File: config.mk
export PLATFORM = sky130hd
export DESIGN_NAME = catmull_rom_curve_sampler
export DESIGN_NICKNAME = d
export VERILOG_FILES = /design/src/sv/crs_pkg.sv /design/src/sv/crs_mac.sv /design/src/sv/catmull_rom_curve_sampler.sv
export VERILOG_INCLUDE_DIRS = /design/src /design/src/sv
export SDC_FILE = /design/constraint.sdc
export NUM_CORES = 2
export LEC_CHECK = 0
export BUFFER_PORTS_ARGS = -buffer_cell sky130_fd_sc_hd__buf_2
export CORE_MARGIN = 3
export CORE_UTILIZATION = 50
export DETAILED_ROUTE_END_ITERATION = 10
export PLACE_DENSITY_LB_ADDON = 0.12
export REMOVE_ABC_BUFFERS = 1
export SLEW_MARGIN = 20
export SYNTH_ARGS = -nofsm -noshare
export SYNTH_HDL_FRONTEND = slang
export SYNTH_SLANG_ARGS = --single-unit
File: constraint.sdc
create_clock -name clk -period 10 [get_ports clk]
set_input_delay 0.5 -clock clk [delete_from_list [all_inputs] [get_ports clk]]
set_output_delay 0.5 -clock clk [all_outputs]
set_load 0.01 [all_outputs]
File: src/sv/catmull_rom_curve_sampler_macros.svh
// Assertion macros for the Catmull-Rom curve sampler.
// Used by the top level only; expects signals named clk and rst_n in scope.
`ifndef CATMULL_ROM_CURVE_SAMPLER_MACROS_SVH
`define CATMULL_ROM_CURVE_SAMPLER_MACROS_SVH

// Same-cycle implication, checked outside reset.
`define CRS_ASSERT_IMP(lbl, ante, cons) \
    lbl: assert property (@(posedge clk) disable iff (!rst_n) (ante) |-> (cons)) \
        else $error("crs assertion failed");

// Next-cycle implication, checked outside reset.
`define CRS_ASSERT_NXT(lbl, ante, cons) \
    lbl: assert property (@(posedge clk) disable iff (!rst_n) (ante) |=> (cons)) \
        else $error("crs assertion failed");

`endif

File: src/sv/crs_pkg.sv
// Shared constants and types for the Catmull-Rom curve sampler.
// No dependencies; imported by crs_mac and the top level.
package crs_pkg;

    // Default coordinate width (signed Q8.8).
    localparam int COORD_BITS_DEF = 16;

    // Step shift register width and its largest effective value.
    localparam int                 SHIFT_W   = 3;
    localparam logic [SHIFT_W-1:0] MAX_SHIFT = 3'd5;
    localparam logic [SHIFT_W-1:0] SHIFT_RST = 3'd5;

    // Sample index width: holds 0 .. 2^MAX_SHIFT.
    localparam int K_W = 6;

    // Phases of the shared multiply-add unit (Horner evaluation).
    localparam logic [1:0] PH_CUBIC = 2'd0;
    localparam logic [1:0] PH_QUAD  = 2'd1;
    localparam logic [1:0] PH_LIN   = 2'd2;
    localparam logic [1:0] PH_ROUND = 2'd3;

    // Control word from the sequencer to the multiply-add unit.
    typedef struct packed {
        logic               en;
        logic [1:0]         phase;
        logic [SHIFT_W-1:0] shift;
    } mac_ctrl_t;

endpackage

File: src/sv/crs_mac.sv
// Shared multiply-add unit: Horner evaluation of one curve sample for one axis,
// followed by rounding and saturation. Depends on crs_pkg.
module crs_mac
    import crs_pkg::*;
#(
    parameter int COORD_BITS = COORD_BITS_DEF
)
(
    input  logic                         clk,
    input  mac_ctrl_t                    ctrl,
    input  logic [K_W-1:0]               k,
    input  logic signed [COORD_BITS+3:0] coef_c,
    input  logic signed [COORD_BITS+3:0] coef_b,
    input  logic signed [COORD_BITS+3:0] coef_a,
    input  logic signed [COORD_BITS-1:0] p1,
    output logic signed [COORD_BITS-1:0] result
);

    localparam int AW = COORD_BITS + 21;

    localparam logic signed [AW-1:0] SAT_HI =
        $signed({{(AW-COORD_BITS+1){1'b0}}, {(COORD_BITS-1){1'b1}}});
    localparam logic signed [AW-1:0] SAT_LO = ~SAT_HI;

    logic signed [AW-1:0]    acc_reg;
    logic signed [AW-1:0]    acc_next;
    logic signed [AW-1:0]    mul_src;
    logic signed [AW-1:0]    addend;
    logic signed [AW+K_W:0]  prod;
    logic signed [AW-1:0]    rnd;
    logic signed [AW-1:0]    shd;
    logic [4:0]              sh3;

    // Three times the step shift: the exponent of n^3.
    assign sh3 = 5'(ctrl.shift) + 5'({ctrl.shift, 1'b0});

    // Operand selection: the cubic step starts from C, later steps reuse the sum.
    always_comb
    begin
        mul_src = acc_reg;
        addend  = '0;
        case (ctrl.phase)
            PH_CUBIC:
            begin
                mul_src = AW'(coef_c);
                addend  = AW'(coef_b) <<< ctrl.shift;
            end
            PH_QUAD:
            begin
                addend = AW'(coef_a) <<< {ctrl.shift, 1'b0};
            end
            PH_LIN:
            begin
                addend = AW'(p1) <<< (sh3 + 5'd1);
            end
            default:
            begin
                addend = '0;
            end
        endcase
    end

    // One multiply by the sample index and one add per cycle.
    assign prod     = mul_src * $signed({1'b0, k});
    assign acc_next = prod[AW-1:0] + addend;

    always_ff @(posedge clk)
    begin
        if (ctrl.en && (ctrl.phase != PH_ROUND))
        begin
            acc_reg <= acc_next;
        end
    end

    // Round to nearest with ties upward, divide by 2*n^3, then saturate.
    assign rnd = acc_reg + (AW'(1) <<< sh3);
    assign shd = rnd >>> (sh3 + 5'd1);

    always_comb
    begin
        if (shd > SAT_HI)
        begin
            result = SAT_HI[COORD_BITS-1:0];
        end
        else if (shd < SAT_LO)
        begin
            result = SAT_LO[COORD_BITS-1:0];
        end
        else
        begin
            result = shd[COORD_BITS-1:0];
        end
    end

endmodule

File: src/sv/catmull_rom_curve_sampler.sv
// Catmull-Rom curve sampler: three-point window, sequencer and output register.
// A closing point passes a setup state, then yields 2^s + 1 samples, each run
// on the shared multiply-add unit through its cubic, quadratic, linear and
// rounding phases, x then y, and held in the output register until taken.
// A window-filling point is taken at once; the input stalls while sampling.
// Reset clears the window count, the sequencer and the step shift (to five).
`include "catmull_rom_curve_sampler_macros.svh"

module catmull_rom_curve_sampler
    import crs_pkg::*;
#(
    parameter int COORD_BITS = COORD_BITS_DEF
)
(
    input  logic                         clk,
    input  logic                         rst_n,
    input  logic                         step_shift_we,
    input  logic [SHIFT_W-1:0]           step_shift_data,
    input  logic                         point_valid,
    output logic                         point_stall,
    input  logic signed [COORD_BITS-1:0] point_x,
    input  logic signed [COORD_BITS-1:0] point_y,
    input  logic                         restart,
    output logic                         curve_valid,
    input  logic                         curve_stall,
    output logic signed [COORD_BITS-1:0] curve_x,
    output logic signed [COORD_BITS-1:0] curve_y,
    output logic                         last_sample
);

    localparam int CW = COORD_BITS + 4;

    localparam logic [1:0] ST_IDLE  = 2'd0;
    localparam logic [1:0] ST_SETUP = 2'd1;
    localparam logic [1:0] ST_CALC  = 2'd2;
    localparam logic [1:0] ST_EMIT  = 2'd3;

    // Control state.
    logic [1:0]         state_reg, state_next;
    logic [1:0]         count_reg, count_next;
    logic [SHIFT_W-1:0] shift_reg, shift_next;
    logic [SHIFT_W-1:0] s_reg, s_next;
    logic [K_W-1:0]     k_reg, k_next;
    logic [1:0]         phase_reg, phase_next;
    logic               axis_reg, axis_next;
    logic               valid_reg, valid_next;

    // Payload state.
    logic signed [COORD_BITS-1:0] held_reg [2][3];
    logic signed [COORD_BITS-1:0] p3_reg   [2];
    logic signed [CW-1:0]         ca_reg   [2];
    logic signed [CW-1:0]         cb_reg   [2];
    logic signed [CW-1:0]         cc_reg   [2];
    logic signed [COORD_BITS-1:0] cp1_reg  [2];
    logic signed [CW-1:0]         ca_next  [2];
    logic signed [CW-1:0]         cb_next  [2];
    logic signed [CW-1:0]         cc_next  [2];
    logic signed [COORD_BITS-1:0] res_x_reg;
    logic signed [COORD_BITS-1:0] out_x_reg;
    logic signed [COORD_BITS-1:0] out_y_reg;
    logic                         last_reg;

    logic                         in_beat;
    logic                         out_beat;
    logic                         fill;
    logic                         sample_done;
    logic                         is_last;
    logic [1:0]                   fill_idx;
    mac_ctrl_t                    mac_ctrl;
    logic signed [COORD_BITS-1:0] mac_result;

    assign point_stall = (state_reg != ST_IDLE);
    assign in_beat     = point_valid && !point_stall;
    assign out_beat    = valid_reg && !curve_stall;
    assign fill        = restart || (count_reg != 2'd3);
    assign fill_idx    = restart ? 2'd0 : count_reg;
    assign sample_done = (phase_reg == PH_ROUND) && axis_reg;
    assign is_last     = (k_reg == (K_W'(1) << s_reg));

    // Segment coefficients from the window and the closing point, per axis.
    always_comb
    begin
        for (int ax = 0; ax < 2; ax++)
        begin
            ca_next[ax] = CW'(held_reg[ax][2]) - CW'(held_reg[ax][0]);
            cb_next[ax] = (CW'(held_reg[ax][0]) <<< 1) - (CW'(held_reg[ax][1]) <<< 2)
                        - CW'(held_reg[ax][1]) + (CW'(held_reg[ax][2]) <<< 2)
                        - CW'(p3_reg[ax]);
            cc_next[ax] = (CW'(held_reg[ax][1]) <<< 1) + CW'(held_reg[ax][1])
                        - CW'(held_reg[ax][0]) - (CW'(held_reg[ax][2]) <<< 1)
                        - CW'(held_reg[ax][2]) + CW'(p3_reg[ax]);
        end
    end

    // Sequencer next-state logic.
    always_comb
    begin
        state_next = state_reg;
        count_next = count_reg;
        shift_next = step_shift_we ? step_shift_data : shift_reg;
        s_next     = s_reg;
        k_next     = k_reg;
        phase_next = phase_reg;
        axis_next  = axis_reg;
        valid_next = valid_reg;
        case (state_reg)
            ST_IDLE:
            begin
                if (in_beat)
                begin
                    if (fill)
                    begin
                        count_next = fill_idx + 2'd1;
                    end
                    else
                    begin
                        s_next     = (shift_reg > MAX_SHIFT) ? MAX_SHIFT : shift_reg;
                        state_next = ST_SETUP;
                    end
                end
            end
            ST_SETUP:
            begin
                k_next     = '0;
                phase_next = PH_CUBIC;
                axis_next  = 1'b0;
                state_next = ST_CALC;
            end
            ST_CALC:
            begin
                phase_next = phase_reg + 2'd1;
                if (phase_reg == PH_ROUND)
                begin
                    axis_next = !axis_reg;
                end
                if (sample_done)
                begin
                    valid_next = 1'b1;
                    state_next = ST_EMIT;
                end
            end
            ST_EMIT:
            begin
                if (out_beat)
                begin
                    valid_next = 1'b0;
                    if (last_reg)
                    begin
                        state_next = ST_IDLE;
                    end
                    else
                    begin
                        k_next     = k_reg + K_W'(1);
                        phase_next = PH_CUBIC;
                        axis_next  = 1'b0;
                        state_next = ST_CALC;
                    end
                end
            end
            default:
            begin
                state_next = ST_IDLE;
            end
        endcase
    end

    // Control registers.
    always_ff @(posedge clk or negedge rst_n)
    begin
        if (!rst_n)
        begin
            state_reg <= ST_IDLE;
            count_reg <= 2'd0;
            shift_reg <= SHIFT_RST;
            s_reg     <= MAX_SHIFT;
            k_reg     <= '0;
            phase_reg <= PH_CUBIC;
            axis_reg  <= 1'b0;
            valid_reg <= 1'b0;
        end
        else
        begin
            state_reg <= state_next;
            count_reg <= count_next;
            shift_reg <= shift_next;
            s_reg     <= s_next;
            k_reg     <= k_next;
            phase_reg <= phase_next;
            axis_reg  <= axis_next;
            valid_reg <= valid_next;
        end
    end

    // Window, coefficients and results.
    always_ff @(posedge clk)
    begin
        if (in_beat)
        begin
            if (fill)
            begin
                held_reg[0][fill_idx] <= point_x;
                held_reg[1][fill_idx] <= point_y;
            end
            else
            begin
                p3_reg[0] <= point_x;
                p3_reg[1] <= point_y;
            end
        end
        if (state_reg == ST_SETUP)
        begin
            for (int ax = 0; ax < 2; ax++)
            begin
                ca_reg[ax]      <= ca_next[ax];
                cb_reg[ax]      <= cb_next[ax];
                cc_reg[ax]      <= cc_next[ax];
                cp1_reg[ax]     <= held_reg[ax][1];
                held_reg[ax][0] <= held_reg[ax][1];
                held_reg[ax][1] <= held_reg[ax][2];
                held_reg[ax][2] <= p3_reg[ax];
            end
        end
        if ((state_reg == ST_CALC) && (phase_reg == PH_ROUND))
        begin
            if (!axis_reg)
            begin
                res_x_reg <= mac_result;
            end
            else
            begin
                out_x_reg <= res_x_reg;
                out_y_reg <= mac_result;
                last_reg  <= is_last;
            end
        end
    end

    // Shared multiply-add unit, fed with the current axis.
    assign mac_ctrl.en    = (state_reg == ST_CALC);
    assign mac_ctrl.phase = phase_reg;
    assign mac_ctrl.shift = s_reg;

    crs_mac #(
        .COORD_BITS (COORD_BITS)
    ) u_mac (
        .clk    (clk),
        .ctrl   (mac_ctrl),
        .k      (k_reg),
        .coef_c (cc_reg[axis_reg]),
        .coef_b (cb_reg[axis_reg]),
        .coef_a (ca_reg[axis_reg]),
        .p1     (cp1_reg[axis_reg]),
        .result (mac_result)
    );

    assign curve_valid = valid_reg;
    assign curve_x     = out_x_reg;
    assign curve_y     = out_y_reg;
    assign last_sample = last_reg;

    // A segment is only started with a full window.
    `CRS_ASSERT_IMP(a_setup_full, state_reg == ST_SETUP, count_reg == 2'd3)
    // While sampling, the sample index never passes the segment end.
    `CRS_ASSERT_IMP(a_k_range, (state_reg == ST_CALC) || (state_reg == ST_EMIT), k_reg <= (K_W'(1) << s_reg))
    // The final beat of a segment returns the sequencer to idle.
    `CRS_ASSERT_NXT(a_last_idle, out_beat && last_reg, state_reg == ST_IDLE)
    // An accepted point always leaves at least one point held.
    `CRS_ASSERT_NXT(a_count_nz, in_beat, count_reg != 2'd0)

endmodule
==> results.json <==
{
  "period_needed_ns": 8.89,
  "final_common_cell": "nand2_1",
  "routabilityCongestion": 0.960,
  "rsz0062_at_grt": "no",
  "r2r_cells": 31,
  "layout_common_cells": "nand2_1 (571), inv_1 (558), fa_1 (395)",
  "htree_levels": 2,
  "critPathKind": "register to register",
  "synthTopCellsByArea": "edfxtp_1 (27%), fa_1 (20%), ha_1 (7.7%), nand2_1 (5.4%), inv_1 (5.2%)",
  "dr.pass1.iters": 6,
  "grt_pass1_wl_mm": 182,
  "nets": 4858,
  "initial_core_util_pct": 50.6,
  "first_global_vias": 31193,
  "routedWlPerCell_um": 22.3,
  "clkSinkCount": 380,
  "fp-row-count": 103,
  "worst_ep_required_time_ns": 10.36,
  "io_buffer_count": 75,
  "grt_busiest_layer": "met2",
  "synth.yosys.warnings": 0,
  "numCtsBuffers": 45,
  "layout-drive-gt1-share_pct": 8.19,
  "drt_iter0_markers": 2397,
  "cp_slowest_cell": "dfstp_4",
  "path_clk_slew_ns": 0.06,
  "slew_headroom_pct": 28.9,
  "worstHoldPathType": "input pin to register",
  "use_met3_pct": 3.21,
  "grt_max_degree": 156,
  "tritoncts": "built",
  "wl_mm": 117,
  "maxCapViolCount": 0,
  "grt_overflow": 0,
  "drcViolationCount": 0,
  "min_period_over_period_pct": 88.9,
  "synthesis.area_sq_mm": 0.0400,
  "hold_viol": 0,
  "core_area_sq_mm": 0.0791,
  "min_to": "p3_reg[0][16]$_DFFE_PP_",
  "avgViaCountPerCell": 5.81,
  "worstHoldPathCells": 1,
  "synth_edf_count": 360,
  "root_buffer": "clkbuf_16",
  "clockBufferDepth": 3,
  "num_vias": 30557,
  "postCtsSetupBuffers": 0,
  "ant_nets": 0,
  "async_flop_share_pct": 5.26,
  "grt_antenna_before_repair": 0,
  "rrSetupSlack_ns": 1.11,
  "ys_ff_latch": 380,
  "grt_usage_pct": 28.4,
  "yosysTopAreaCellShare_pct": 27.0,
  "crit_top_cell": "inv_1",
  "setup_violations": 0,
  "endpoint_kind": "register",
  "synth_top_cell_by_area": "edfxtp_1",
  "max_freq_mhz": 113,
  "fin_skew_ns": 0.0386,
  "ys_types": 105,
  "pin_count": 76,
  "cp-start-kind": "register",
  "ys.flop_type": "edfxtp_1",
  "fp.dieW_um": 289,
  "largest_reg_flops": 96,
  "cpPeakStageDelay_ns": 0.78,
  "maxSlewViolCount": 0,
  "synth_seq_area_share_pct": 28.3,
  "design.die.area_sq_mm": 0.0835,
  "met2_usage_pct": 49.7,
  "status": "finished, final reports clean",
  "crit_path_max_fanout": 16,
  "hp-start": "point_y[0]",
  "area_growth_pct": 7.16,
  "diodes": 0,
  "hpwl_mm": 92.3,
  "r2r-start": "s_reg[0]$_DFFE_PN1P_",
  "syn_avg_cell_area_sq_um": 9.58,
  "clk_latency_ns": 0.62,
  "use_met1_pct": 36.3,
  "fillers": 7274,
  "worst_slew_pin_slew_ns": 1.07,
  "syn_inst": 4181,
  "arrival_ns": 9.25,
  "fin_hold_ws_ns": 0.0694,
  "rr_endpoint": "u_mac.acc_reg[35]$_DFFE_PP_",
  "die_h_um": 289
}
==> cells in the mapped netlist (all sizes together) (47+ instances only) <==
master / number
and2: 102
edfxtp: 360
o21ai: 210
mux4: 47
xnor2: 107
fa: 395
mux2i: 92
a211oi: 61
nand2: 574
clkbuf: 111
a21o: 67
buf: 59
nor2: 286
nand3: 62
inv: 560
a21oi: 227
nor3: 52
ha: 247
==> worst max path at each step <==
stage / slack [ns] / start / endpoint / cells after the start
global placement: 1.36 / s_reg[0]$_DFFE_PN1P_ / u_mac.acc_reg[35]$_DFFE_PP_ / 31
global route: 0.67 / s_reg[0]$_DFFE_PN1P_ / u_mac.acc_reg[35]$_DFFE_PP_ / 31
floorplan: -1.21 / s_reg[0]$_DFFE_PN1P_ / u_mac.acc_reg[35]$_DFFE_PP_ / 23
finish: 1.11 / s_reg[0]$_DFFE_PN1P_ / u_mac.acc_reg[35]$_DFFE_PP_ / 31
CTS: 1.20 / s_reg[0]$_DFFE_PN1P_ / u_mac.acc_reg[35]$_DFFE_PP_ / 31
detailed placement: 1.25 / s_reg[0]$_DFFE_PN1P_ / u_mac.acc_reg[35]$_DFFE_PP_ / 31
==> timing repair <==
item	4_1_cts	5_1_grt
hold buffers	1	0
hold endpoints to repair	16	0
gates resized for setup	0	0
==> metrics by stage <==
stage / utilization (%) / instances / setup TNS [ns] / instance area (sq um) / setup WS (ns)
2_1_floorplan: - / 4011 / -11.09 / 39300 / -1.21
3_3_place_gp: 52.4 / 5177 / 0 / 41400 / 1.36
3_5_place_dp: 52.4 / 5177 / 0 / 41400 / 1.25
4_1_cts: 54.2 / 5262 / 0 / 42900 / 1.20
5_1_grt: 54.2 / 5262 / 0 / 42900 / 0.674
6_report: 54.2 / 5262 / 0 / 42900 / 1.11
==> metal layers <==
layer / vias to the layer above / share of wire, % / routed length, um
met5: - / 0 / 0
met4: 0 / 4.2 / 4910
met3: 221 / 4.7 / 5500
met2: 849 / 50 / 58100
met1: 15138 / 42 / 48900
li1: 14349 / - / -
==> worst max-delay path: cells and delay by family (launching register included) <==
family | cells | cell delay [ns]
flip-flops | 1 | 0.78
adder cells (fa/ha/maj) | 6 | 2.37
AND/OR/NAND/NOR | 6 | 1.32
XOR/XNOR | 2 | 0.74
AO/OA/AOI/OAI | 12 | 2.99
buffers and inverters | 5 | 0.44
==> area by class of cell <==
cell class                 count  area [sq um]  share of cell area [%]
clock buffer                  52          1160                    2.71
clock inverter                32           315                   0.735
inverter                     565          2130                    4.96
multi-input combinational   3066         26000                    60.5
sequential                   380         11300                    26.4
tap                         1050          1310                    3.06
timing repair buffer         117           693                    1.62
==> kinds of logic after synthesis <==
group,Yosys count,synth area share [%]
adders and majority gates,642,27.5
muxes,153,5.34
buffers and inverters,735,7.06
DFF,380,28.3
xor gates and xnor gates,135,2.95
and+or+nand+nor,1251,14.0
AOI/OAI and AO/OA,885,14.9
Power is left out: the tool's default activity adds up to more than one toggle a clock period on the data nets, which glitch-free logic cannot reach.
